**src/rtl/plc_sle_pkg.sv**
```systemverilog
// Package for the PLC scan logic engine: command and node codes, state words,
// sequencer states and shared types. No dependencies.
package plc_sle_pkg;

  localparam logic [1:0] CMD_EVAL   = 2'd0;
  localparam logic [1:0] CMD_TICK   = 2'd1;
  localparam logic [1:0] CMD_COMMIT = 2'd2;
  localparam logic [1:0] CMD_WRITE  = 2'd3;

  localparam logic [3:0] NT_AND  = 4'd0;
  localparam logic [3:0] NT_OR   = 4'd1;
  localparam logic [3:0] NT_XOR  = 4'd2;
  localparam logic [3:0] NT_NOT  = 4'd3;
  localparam logic [3:0] NT_EDGE = 4'd4;
  localparam logic [3:0] NT_SR   = 4'd5;
  localparam logic [3:0] NT_RS   = 4'd6;
  localparam logic [3:0] NT_TON  = 4'd7;
  localparam logic [3:0] NT_TOF  = 4'd8;
  localparam logic [3:0] NT_CTU  = 4'd9;
  localparam logic [3:0] NT_CTD  = 4'd10;
  localparam logic [3:0] NT_BTN  = 4'd11;

  localparam logic [14:0] CNT_MAX     = 15'd32767;
  localparam logic [15:0] ELAPSED_MAX = 16'hFFFF;

  typedef enum logic [2:0] {
    ST_CLEAR, ST_IDLE, ST_READ, ST_LAST, ST_EXEC, ST_COPY, ST_CDRAIN
  } state_t;

  // per-instance state, kept as one memory word
  typedef struct packed {
    logic        edge_m;
    logic        status;
    logic [15:0] elapsed;
    logic [14:0] count;
  } inst_word_t;

  typedef struct packed {
    logic [1:0]  cmd;
    logic [3:0]  node_type;
    logic [2:0]  cnt;
    logic        oen;
    logic [14:0] preset;
    logic [15:0] value;
  } item_t;

  typedef struct packed {
    logic [3:0] w;       // working levels of sig_a..sig_d
    logic       w_out;   // working level of out_sig
    logic       live0;   // live level of sig_a
    logic       ok0;     // sig_a in range
  } sig_bits_t;

  typedef struct packed {
    logic        node_out;
    logic [14:0] count_value;
    inst_word_t  inst;
  } exec_res_t;

endpackage

```
**src/rtl/plc_sle_sigmem.sv**
```systemverilog
// Working and live signal buffers, one bit wide, each a synchronous RAM
// with one write and one registered read port. Uses nothing else.
module plc_sle_sigmem #(
  parameter int DEPTH = 256,
  parameter int AW    = 8
) (
  input  logic          clk,
  input  logic          work_we,
  input  logic [AW-1:0] work_waddr,
  input  logic          work_wdata,
  input  logic          live_we,
  input  logic [AW-1:0] live_waddr,
  input  logic          live_wdata,
  input  logic [AW-1:0] raddr,
  output logic          work_rdata,
  output logic          live_rdata
);
  logic work_mem [DEPTH];
  logic live_mem [DEPTH];

  always_ff @(posedge clk) begin
    if (work_we) begin
      work_mem[work_waddr] <= work_wdata;
    end
    if (live_we) begin
      live_mem[live_waddr] <= live_wdata;
    end
    work_rdata <= work_mem[raddr];
    live_rdata <= live_mem[raddr];
  end
endmodule

```
**src/rtl/plc_sle_instmem.sv**
```systemverilog
// Instance state RAM: edge bit, timer status, elapsed ticks, counter value.
// Depends on plc_sle_pkg for the word layout.
module plc_sle_instmem #(
  parameter int DEPTH = 64,
  parameter int AW    = 6
) (
  input  logic                   clk,
  input  logic                   we,
  input  logic [AW-1:0]          waddr,
  input  plc_sle_pkg::inst_word_t wdata,
  input  logic                   re,
  input  logic [AW-1:0]          raddr,
  output plc_sle_pkg::inst_word_t rdata
);
  import plc_sle_pkg::*;

  inst_word_t mem [DEPTH];

  always_ff @(posedge clk) begin
    if (we) begin
      mem[waddr] <= wdata;
    end
    if (re) begin
      rdata <= mem[raddr];
    end
  end
endmodule

```
**src/rtl/plc_sle_exec.sv**
```systemverilog
// Node evaluation and timer tick logic: next instance word and result.
// Depends on plc_sle_pkg.
module plc_sle_exec (
  input  plc_sle_pkg::item_t      item,
  input  plc_sle_pkg::sig_bits_t  bits,
  input  plc_sle_pkg::inst_word_t inst,
  output plc_sle_pkg::exec_res_t  res
);
  import plc_sle_pkg::*;

  logic        r;
  logic [2:0]  ones;
  logic        s_b, r_b, rise, act;
  logic [16:0] sum;
  logic [15:0] el_sat, el2;
  logic        st2;
  logic [14:0] cv;
  inst_word_t  nx;

  always_comb begin
    nx     = inst;
    r      = 1'b0;
    cv     = 15'd0;
    ones   = 3'd0;
    s_b    = bits.w[0];
    r_b    = bits.w[1];
    rise   = bits.w[0] & ~inst.edge_m;
    act    = bits.live0;
    sum    = {1'b0, inst.elapsed} + {1'b0, item.value};
    el_sat = sum[16] ? ELAPSED_MAX : sum[15:0];
    el2    = inst.elapsed;
    st2    = inst.status;
    for (int i = 0; i < 4; i++) begin
      if (3'(i) < item.cnt) begin
        ones = ones + {2'd0, bits.w[i]};
      end
    end

    if (item.cmd == CMD_TICK) begin
      if (item.value != 16'd0 && bits.ok0 &&
          (item.node_type == NT_TON || item.node_type == NT_TOF)) begin
        if (item.node_type == NT_TON) begin
          if (act) el2 = el_sat;
          if (el2 >= {1'b0, item.preset}) begin
            el2 = 16'd0;
            st2 = 1'b1;
          end
          if (!act && st2) begin
            el2 = 16'd0;
            st2 = 1'b0;
          end
        end else begin
          if (act) el2 = 16'd0;
          else if (inst.status) el2 = el_sat;
          if (el2 >= {1'b0, item.preset}) begin
            el2 = 16'd0;
            st2 = 1'b0;
          end
        end
        nx.elapsed = el2;
        nx.status  = st2;
      end
      r = (item.node_type == NT_TON || item.node_type == NT_TOF) ? nx.status : 1'b0;
    end else begin
      case (item.node_type)
        NT_AND: r = (ones == item.cnt);
        NT_OR:  r = (ones != 3'd0);
        NT_XOR: r = (ones == 3'd1);
        NT_NOT: r = (item.cnt != 3'd0) & ~bits.w[0];
        NT_EDGE: begin
          if (item.cnt != 3'd0) begin
            r = rise;
            nx.edge_m = bits.w[0];
          end
        end
        NT_SR, NT_RS: begin
          if (item.cnt != 3'd0) begin
            if (s_b && !r_b) r = 1'b1;
            else if (!s_b && r_b) r = 1'b0;
            else if (!s_b && !r_b) r = item.oen & bits.w_out;
            else r = (item.node_type == NT_SR);
          end
        end
        NT_TON: begin
          if (item.cnt != 3'd0 && bits.ok0) begin
            r = bits.w[0] & inst.status;
            if (!bits.w[0]) begin
              nx.status  = 1'b0;
              nx.elapsed = 16'd0;
            end
          end
        end
        NT_TOF: begin
          if (item.cnt != 3'd0 && bits.ok0) begin
            if (bits.w[0]) begin
              r = 1'b1;
              nx.status = 1'b1;
            end else if (inst.elapsed >= {1'b0, item.preset}) begin
              r = 1'b0;
              nx.status = 1'b0;
            end else begin
              r = inst.status;
            end
          end
        end
        NT_CTU, NT_CTD: begin
          if (item.cnt >= 3'd2) begin
            cv = inst.count;
            if (item.node_type == NT_CTU) begin
              if (bits.w[1]) cv = 15'd0;
              else if (rise && cv < CNT_MAX) cv = cv + 15'd1;
              r = (cv >= item.preset);
            end else begin
              if (bits.w[1]) cv = item.preset;
              else if (rise && cv != 15'd0) cv = cv - 15'd1;
              r = (cv == 15'd0);
            end
            nx.count  = cv;
            nx.edge_m = bits.w[0];
          end
        end
        NT_BTN:  r = (item.value != 16'd0);
        default: r = 1'b0;
      endcase
    end

    res.node_out    = r;
    res.count_value = cv;
    res.inst        = nx;
  end
endmodule

```
**src/rtl/plc_sle_top_unused_guard.sv**
```systemverilog
// Registered result stage: holds one result for a single-cycle strobe.
// Uses no package; its ports are plain logic vectors.
module plc_sle_outreg (
  input  logic                  clk,
  input  logic                  rst_n,
  input  logic                  load,
  input  logic                  node_out,
  input  logic [14:0]           count_value,
  input  logic                  scan_done,
  output logic                  out_valid,
  output logic                  out_node_out,
  output logic [14:0]           out_count_value,
  output logic                  out_scan_done
);
  always_ff @(posedge clk) begin
    if (!rst_n) begin
      out_valid <= 1'b0;
    end else begin
      out_valid <= load;
    end
    if (load) begin
      out_node_out    <= node_out;
      out_count_value <= count_value;
      out_scan_done   <= scan_done;
    end
  end
endmodule

```
**src/rtl/plc_scan_logic_engine_core.sv**
```systemverilog
// PLC scan logic engine, top level: command sequencer around the signal
// and instance RAMs. Depends on plc_sle_pkg and all plc_sle_* modules.
//
// Each request gives exactly one result, shown for one cycle with out_valid;
// the receiver cannot stall. After reset the block clears its RAMs with
// busy high. A signal write is done from idle (busy stays low). Evaluate
// and tick requests pass through ST_READ, ST_LAST and ST_EXEC: the single
// read port of the signal RAM fetches sig_a..sig_d and out_sig one per
// cycle, then the node is evaluated and written back. A commit copies the
// working buffer to the live buffer one signal per cycle in ST_COPY, then
// gives its result from ST_CDRAIN.
module plc_scan_logic_engine_core #(
  parameter int SIGNAL_COUNT   = 256,
  parameter int INSTANCE_COUNT = 64,
  parameter int MAX_FANIN      = 4
) (
  input  logic        clk,
  input  logic        rst_n,
  input  logic        start,
  output logic        busy,
  input  logic [1:0]  in_cmd,
  input  logic [3:0]  in_node_type,
  input  logic [5:0]  in_instance_req,
  input  logic [2:0]  in_in_count,
  input  logic [7:0]  in_sig_a,
  input  logic [7:0]  in_sig_b,
  input  logic [7:0]  in_sig_c,
  input  logic [7:0]  in_sig_d,
  input  logic [7:0]  in_out_sig,
  input  logic        in_out_enable,
  input  logic [14:0] in_preset,
  input  logic [15:0] in_value,
  output logic        out_valid,
  output logic        out_node_out,
  output logic [14:0] out_count_value,
  output logic        out_scan_done
);
  import plc_sle_pkg::*;

  localparam int SW   = (SIGNAL_COUNT > 1) ? $clog2(SIGNAL_COUNT) : 1;
  localparam int IW   = (INSTANCE_COUNT > 1) ? $clog2(INSTANCE_COUNT) : 1;
  localparam int MAXN = (SIGNAL_COUNT > INSTANCE_COUNT) ? SIGNAL_COUNT : INSTANCE_COUNT;
  localparam int CW   = $clog2(MAXN + 1);
  localparam logic [2:0] FANIN_LIM = (MAX_FANIN > 4) ? 3'd4 : 3'(MAX_FANIN);

  state_t      state_r, state_nxt;
  item_t       item_r;
  logic [7:0]  sig_r [5];
  logic [IW-1:0] inst_r;
  logic [2:0]  ridx_r, ridx_nxt;
  logic        cap_vld_r;
  logic [2:0]  cap_idx_r;
  logic        cap_ok_r;
  logic [4:0]  wbits_r;
  logic        live0_r;
  logic [CW-1:0] cnt_r, cnt_nxt;
  logic        cp_pend_r;
  logic [SW-1:0] cp_addr_r;

  logic          accept;
  logic [2:0]    cnt_clamp;
  logic [IW-1:0] inst_in;
  logic [SW-1:0] raddr;
  logic          rd_ok;
  logic          work_rd, live_rd;
  logic          work_we, live_we, work_wd, live_wd;
  logic [SW-1:0] work_wa, live_wa;
  logic          inst_we;
  logic [IW-1:0] inst_wa;
  inst_word_t    inst_wd, inst_rd;
  sig_bits_t     bits;
  exec_res_t     xres;
  logic          res_load, res_node, res_done;
  logic [14:0]   res_cnt;
  logic          osig_ok;

  assign busy      = (state_r != ST_IDLE);
  assign accept    = start && !busy;
  assign cnt_clamp = (in_in_count > FANIN_LIM) ? FANIN_LIM : in_in_count;
  assign raddr     = SW'(sig_r[ridx_r]);
  assign rd_ok     = 32'(sig_r[ridx_r]) < SIGNAL_COUNT;
  assign osig_ok   = 32'(state_r == ST_IDLE ? in_out_sig : sig_r[4]) < SIGNAL_COUNT;

  // constant table: request index wrapped to the instance range
  always_comb begin
    inst_in = '0;
    for (int j = 0; j < 64; j++) begin
      if (in_instance_req == 6'(j)) inst_in = IW'(j % INSTANCE_COUNT);
    end
  end

  assign bits.w     = wbits_r[3:0];
  assign bits.w_out = wbits_r[4];
  assign bits.live0 = live0_r;
  assign bits.ok0   = 32'(sig_r[0]) < SIGNAL_COUNT;

  plc_sle_sigmem #(.DEPTH(SIGNAL_COUNT), .AW(SW)) u_sig (
    .clk(clk),
    .work_we(work_we), .work_waddr(work_wa), .work_wdata(work_wd),
    .live_we(live_we), .live_waddr(live_wa), .live_wdata(live_wd),
    .raddr((state_r == ST_COPY) ? cnt_r[SW-1:0] : raddr),
    .work_rdata(work_rd), .live_rdata(live_rd)
  );

  plc_sle_instmem #(.DEPTH(INSTANCE_COUNT), .AW(IW)) u_inst (
    .clk(clk), .we(inst_we), .waddr(inst_wa), .wdata(inst_wd),
    .re(accept), .raddr(inst_in), .rdata(inst_rd)
  );

  plc_sle_exec u_exec (.item(item_r), .bits(bits), .inst(inst_rd), .res(xres));

  plc_sle_outreg u_out (
    .clk(clk), .rst_n(rst_n), .load(res_load),
    .node_out(res_node), .count_value(res_cnt), .scan_done(res_done),
    .out_valid(out_valid), .out_node_out(out_node_out),
    .out_count_value(out_count_value), .out_scan_done(out_scan_done)
  );

  always_ff @(posedge clk) begin
    if (!rst_n) begin
      state_r   <= ST_CLEAR;
      ridx_r    <= 3'd0;
      cnt_r     <= '0;
      cap_vld_r <= 1'b0;
      cp_pend_r <= 1'b0;
    end else begin
      state_r   <= state_nxt;
      ridx_r    <= ridx_nxt;
      cnt_r     <= cnt_nxt;
      cap_vld_r <= (state_r == ST_READ);
      cp_pend_r <= (state_r == ST_COPY);
    end
    cap_idx_r <= ridx_r;
    cap_ok_r  <= rd_ok;
    cp_addr_r <= cnt_r[SW-1:0];
    if (cap_vld_r) begin
      wbits_r[cap_idx_r] <= cap_ok_r & work_rd;
      if (cap_idx_r == 3'd0) begin
        live0_r <= cap_ok_r & live_rd;
      end
    end
    if (accept) begin
      item_r.cmd       <= in_cmd;
      item_r.node_type <= in_node_type;
      item_r.cnt       <= cnt_clamp;
      item_r.oen       <= in_out_enable;
      item_r.preset    <= in_preset;
      item_r.value     <= in_value;
      sig_r[0]         <= in_sig_a;
      sig_r[1]         <= in_sig_b;
      sig_r[2]         <= in_sig_c;
      sig_r[3]         <= in_sig_d;
      sig_r[4]         <= in_out_sig;
      inst_r           <= inst_in;
    end
  end

  always_comb begin
    state_nxt = state_r;
    ridx_nxt  = ridx_r;
    cnt_nxt   = cnt_r;
    work_we   = 1'b0;
    work_wa   = SW'(in_out_sig);
    work_wd   = (in_value != 16'd0);
    live_we   = 1'b0;
    live_wa   = SW'(in_out_sig);
    live_wd   = (in_value != 16'd0);
    inst_we   = 1'b0;
    inst_wa   = inst_r;
    inst_wd   = xres.inst;
    res_load  = 1'b0;
    res_node  = 1'b0;
    res_cnt   = 15'd0;
    res_done  = 1'b0;

    // a copied bit is written in the cycle after its read
    if (cp_pend_r) begin
      live_we = 1'b1;
      live_wa = cp_addr_r;
      live_wd = work_rd;
    end

    case (state_r)
      ST_CLEAR: begin
        work_wa = cnt_r[SW-1:0];
        live_wa = cnt_r[SW-1:0];
        work_wd = 1'b0;
        live_wd = 1'b0;
        work_we = 32'(cnt_r) < SIGNAL_COUNT;
        live_we = 32'(cnt_r) < SIGNAL_COUNT;
        inst_we = 32'(cnt_r) < INSTANCE_COUNT;
        inst_wa = cnt_r[IW-1:0];
        inst_wd = '0;
        cnt_nxt = cnt_r + CW'(1);
        if (32'(cnt_r) == MAXN - 1) begin
          cnt_nxt   = '0;
          state_nxt = ST_IDLE;
        end
      end
      ST_IDLE: begin
        if (accept) begin
          case (in_cmd)
            CMD_WRITE: begin
              work_we  = osig_ok;
              live_we  = osig_ok;
              res_load = 1'b1;
            end
            CMD_COMMIT: begin
              cnt_nxt   = '0;
              state_nxt = ST_COPY;
            end
            default: begin
              ridx_nxt  = 3'd0;
              state_nxt = ST_READ;
            end
          endcase
        end
      end
      ST_READ: begin
        ridx_nxt = ridx_r + 3'd1;
        if (ridx_r == 3'd4) begin
          ridx_nxt  = 3'd0;
          state_nxt = ST_LAST;
        end
      end
      ST_LAST: state_nxt = ST_EXEC;
      ST_EXEC: begin
        inst_we  = 1'b1;
        work_we  = (item_r.cmd == CMD_EVAL) && item_r.oen && osig_ok;
        work_wa  = SW'(sig_r[4]);
        work_wd  = xres.node_out;
        res_load = 1'b1;
        res_node = xres.node_out;
        res_cnt  = xres.count_value;
        state_nxt = ST_IDLE;
      end
      ST_COPY: begin
        cnt_nxt = cnt_r + CW'(1);
        if (32'(cnt_r) == SIGNAL_COUNT - 1) begin
          cnt_nxt   = '0;
          state_nxt = ST_CDRAIN;
        end
      end
      ST_CDRAIN: begin
        res_load  = 1'b1;
        res_done  = 1'b1;
        state_nxt = ST_IDLE;
      end
      default: state_nxt = ST_IDLE;
    endcase
  end
endmodule

```
**config.mk**
```make
export PLATFORM = sky130hd
export DESIGN_NAME = plc_scan_logic_engine_core
export DESIGN_NICKNAME = d
export VERILOG_FILES = /design/src/rtl/plc_sle_pkg.sv /design/src/rtl/plc_sle_sigmem.sv /design/src/rtl/plc_sle_instmem.sv /design/src/rtl/plc_sle_exec.sv /design/src/rtl/plc_sle_top_unused_guard.sv /design/src/rtl/plc_scan_logic_engine_core.sv
export SDC_FILE = /design/constraint.sdc
export NUM_CORES = 2
export LEC_CHECK = 0
export BUFFER_PORTS_ARGS = -buffer_cell sky130_fd_sc_hd__clkbuf_2
export CORE_MARGIN = 2
export CORE_UTILIZATION = 55
export CTS_BUF_LIST = sky130_fd_sc_hd__clkbuf_8
export CTS_CLUSTER_DIAMETER = 50
export DETAILED_ROUTE_END_ITERATION = 10
export PLACE_DENSITY = 0.71
export SLEW_MARGIN = 20
export SYNTH_ARGS = -nofsm -noshare
export SYNTH_HDL_FRONTEND = slang
export SYNTH_HIERARCHICAL = 1
export SYNTH_SLANG_ARGS = --single-unit
export TNS_END_PERCENT = 10
```
**constraint.sdc**
```tcl
create_clock -name clk -period 10.7 [get_ports clk]
set_input_delay 1.07 -clock clk [delete_from_list [all_inputs] [get_ports clk]]
set_output_delay 1.07 -clock clk [all_outputs]
set_load 0.005 [all_outputs]
```
==> summary.md <==
| Metric | Value |
|---|---|
| Status | finished, final reports clean |
| Final setup vio count | 0 |
| CTS tree | yes |
| F_max | 131 MHz |
| Post-synthesis register bit count | 2801 |
| Nature of the critical path startpoint | register |
| Final hold viol count | 0 |
| Hold Path Class | input port to register |
| Number of fill cells | approximately 15000 |
| Clk Latency, worst-skew pair | 1.12 ns |
| Post-route cell area | 127000 µm² |
| Final Cycle Share | between 70% and 80% |
| Longest Clk Path Bufs | 4 |
| Gr usage total | 28.6% |
| Vias in the first global route | between 60000 and 70000 |
| Max-slew violations | 0 |
| Layout Skew | ~0.13 ns |
| Num rows | 167 |
| Synth unique cells | 88 |
| Synth async-reset ratio | 0% |
| Clk sinks | approximately 2800 |
| Num ports | around 110 |
| Final ANT Viol Nets | 0 |
| CTS resizes | 0 |
| Storage element area | 83800 µm² |
| Avg WL per Cell | 30.9 µm |
| VDD IR max | 0.112 mV |
| Post-synth EDFFs | 2767 |
| Worst slack, placed | 3.39 ns |
| Vias per Instance | 6.58 |
| CTS Hold Bufs | 0 |
| Finished Layout Cells | around 10000 |
| Buffers on Ports | between 100 and 150 |
| Drt drc | 0 |
| Synth Cell Area | approximately 110000 µm² |
| Final worst setup slack | 3.09 ns |
| Power Dens Cells | between 150 and 200 nW/µm² |
| Drt pass-1 iters | 6 |
| Max Cap Viol | 0 |
| CTS root buf | clkbuf_8 |
| Leak | slightly above 40 nW |
| Largest net degree at the start of global routing | 136 |
| Main flop type after synthesis | edfxtp_1 |
| Worst-path fanout max | about 110 |
| Post-Route Setup TNS | 0 ns |
| Slew margin rel. | 19.9% |
| Die width | around 460 µm |
| Die height | 461 µm |
| Fin util | roughly three fifths |
| Starting density of the core | 55.4% |
| Total power | around 21 mW |
| Die Area | between 200000 and 250000 µm² |
| CP required | 11.44 ns |
| Least-Margin Pin Slew | 1.20 ns |
| Cells after Synth | between 6000 and 7000 |
| Routability cong. | 0.954 |
| DR vias | roughly 65000 |
| Critical Path AT | roughly 8.4 ns |
| Clock slew at reported path FFs | 0.06 ns |
| WL final | 303000 µm |
| Yosys top cell area share | just over 70% |
| Global-route wire length before repair | ~430000 µm |
| WHS | 0.164 ns |
| YS warnings | 6 |
| CP Capture Type | register |
| Post-route minimum period | 7.61 ns |
| Top cells by area, synth | edfxtp_1 72%, mux4_2 12%, nor2_1 2.4% |
| Layout cell share with drive strength beyond 1 | 22.9% |
| CP Class | register to register |
| CTS Buf Count | 441 |
| RSZ-0062 raised after global routing | no |
| Core Box Area | 207000 µm² |
| DP Area | ~120000 µm² |
| H-tree depth | 5 |
| Yosys top cell by area | edfxtp_1 |
| Area grow syn2layout | 10.4% |
| Initial DRC count | 9155 |
| Area taken by multi-input logic gates | ~29000 µm² |
| Initial antenna violation count | 30 |
| Setup bufs post-CTS | 0 |
| Seq/Total Area, Yosys | 73.1% |
| Gr ovfl total | 0 |
| Mean Syn Cell Area | 18.1 µm² |
| Fin nets | 6860 |
| Inst Count DP | roughly 9000 |
| Hpwl dp | 174000 µm |
## power breakdown
group	switching (mW)	internal [mW]	leakage [nW]
Combinational	0.509	0.284	10.7
Clock	4.05	4.06	4.45
Sequential	0.0139	11.9	25.9
Total	4.57	16.3	41.0
## cells in the mapped netlist, types with 61 or more instances
cell type     n
a211oi_1     61
a21oi_1      95
a22oi_1      72
buf_2        99
clkbuf_1    212
edfxtp_1   2767
ha_1         86
mux2i_1     153
mux4_2      619
nand2_1     262
nand3_1     114
nand4_1      82
nor2_1      726
nor2b_1      64
o21ai_0      75
o221ai_1     61
o22ai_1     109
## layout make-up
| class | count | share of cell area (%) |
|---|---|---|
| Clock buffer | 448 | 4.87 |
| Clock inverter | 324 | 1.23 |
| Tap cell | 2788 | 2.75 |
| Sequential cell | 2801 | 66.2 |
| Timing Repair Buffer | 285 | 1.56 |
| Multi-Input combinational cell | 3109 | 23.2 |
| Inverter | 45 | 0.133 |
| Antenna cell | 29 | 0.0573 |
## worst max-delay path, stage by stage, from the launching register on
cell      delay, ns
edfxtp_1       0.39
ha_1           0.23
inv_1          0.07
fa_1           0.40
nand2b_1       0.20
a21oi_1        0.31
o21bai_1       0.15
a211o_1        0.39
a21oi_1        0.49
buf_4          0.26
nor2_1         0.07
a211oi_1       0.30
inv_1          0.07
ha_1           0.26
nand2b_1       0.14
a31oi_1        0.27
o211ai_1       0.15
nor4_1         0.19
o21ai_0        0.25
nor2_1         0.18
o21ai_0        0.12
a22oi_1        0.39
a311o_2        0.23
and2_1         0.24
a21o_4         0.61
buf_4          0.81
## final timing paths
kind / start / endpoint / slack (ns) / cells past startpoint
hold / removal: in_sig_c[1] / sig_r[2][1] / 0.16 / 1
hold reg to reg: ridx_r[2] / cap_idx_r[2] / 0.39 / 0
setup reg to reg: u_inst/rdata[15] / u_sig/work_mem[29] / 3.09 / 25
setup / recovery: u_inst/rdata[15] / u_sig/work_mem[29] / 3.09 / 25
## cells in the final DEF, fill, tap and decap left out, types with 28 or more instances in the layout
cell	Yosys	routed
a211oi_1	61	58
a21o_1	29	28
a21oi_1	95	89
a22oi_1	72	72
and3_1	41	41
buf_4	39	172
clkbuf_2	1	104
clkbuf_8	0	448
clkinv_1	0	116
clkinv_2	0	58
dfxtp_1	34	34
diode_2	0	29
edfxtp_1	2767	2767
ha_1	86	86
inv_1	43	171
mux2_2	30	30
mux2i_1	153	153
mux4_2	619	619
nand2_1	262	261
nand2b_1	34	34
nand3_1	114	114
nand4_1	82	82
nor2_1	726	666
nor2_4	0	58
nor2b_1	64	61
nor3_1	51	42
o21ai_0	75	69
o221ai_1	61	61
o22ai_1	109	108
## sequential cells by signal, summed over array words and instances, names as in the netlist, 6 cells and up, named ones only
name                   count
cnt_r                      9
inst_r                     6
cp_addr_r                  8
u_inst/mem              2112
u_out/out_count_value     15
u_inst/rdata              33
u_sig/work_mem           256
item_r                    41
sig_r                     40
u_sig/live_mem           256
## layer usage
layer | routed length, µm | global-route usage (%) | vias to the layer above
met2 | 137000 | 42.7 | 4092
met4 | 8840 | 9.03 | 16
met1 | 118000 | 41.6 | 33649
met5 | 111 | 0 | -
met3 | 39000 | 7.40 | 528
li1 | - | - | 26394
## cells by family (layout without fill, tap and decap cells)
logic type | count (synthesis) | count (layout) | share of synthesized area [%]
xor+xnor | 34 | 34 | 0.260
fa+ha+maj | 87 | 87 | 0.956
compound gates | 643 | 643 | 3.90
simple gates | 1540 | 1540 | 6.19
other cells | 1 | 32 | 0.00327
mux | 802 | 802 | 13.8
buf+inv | 439 | 1102 | 1.83
flops | 2801 | 2801 | 73.1
Power figures use the tool's default switching activity.
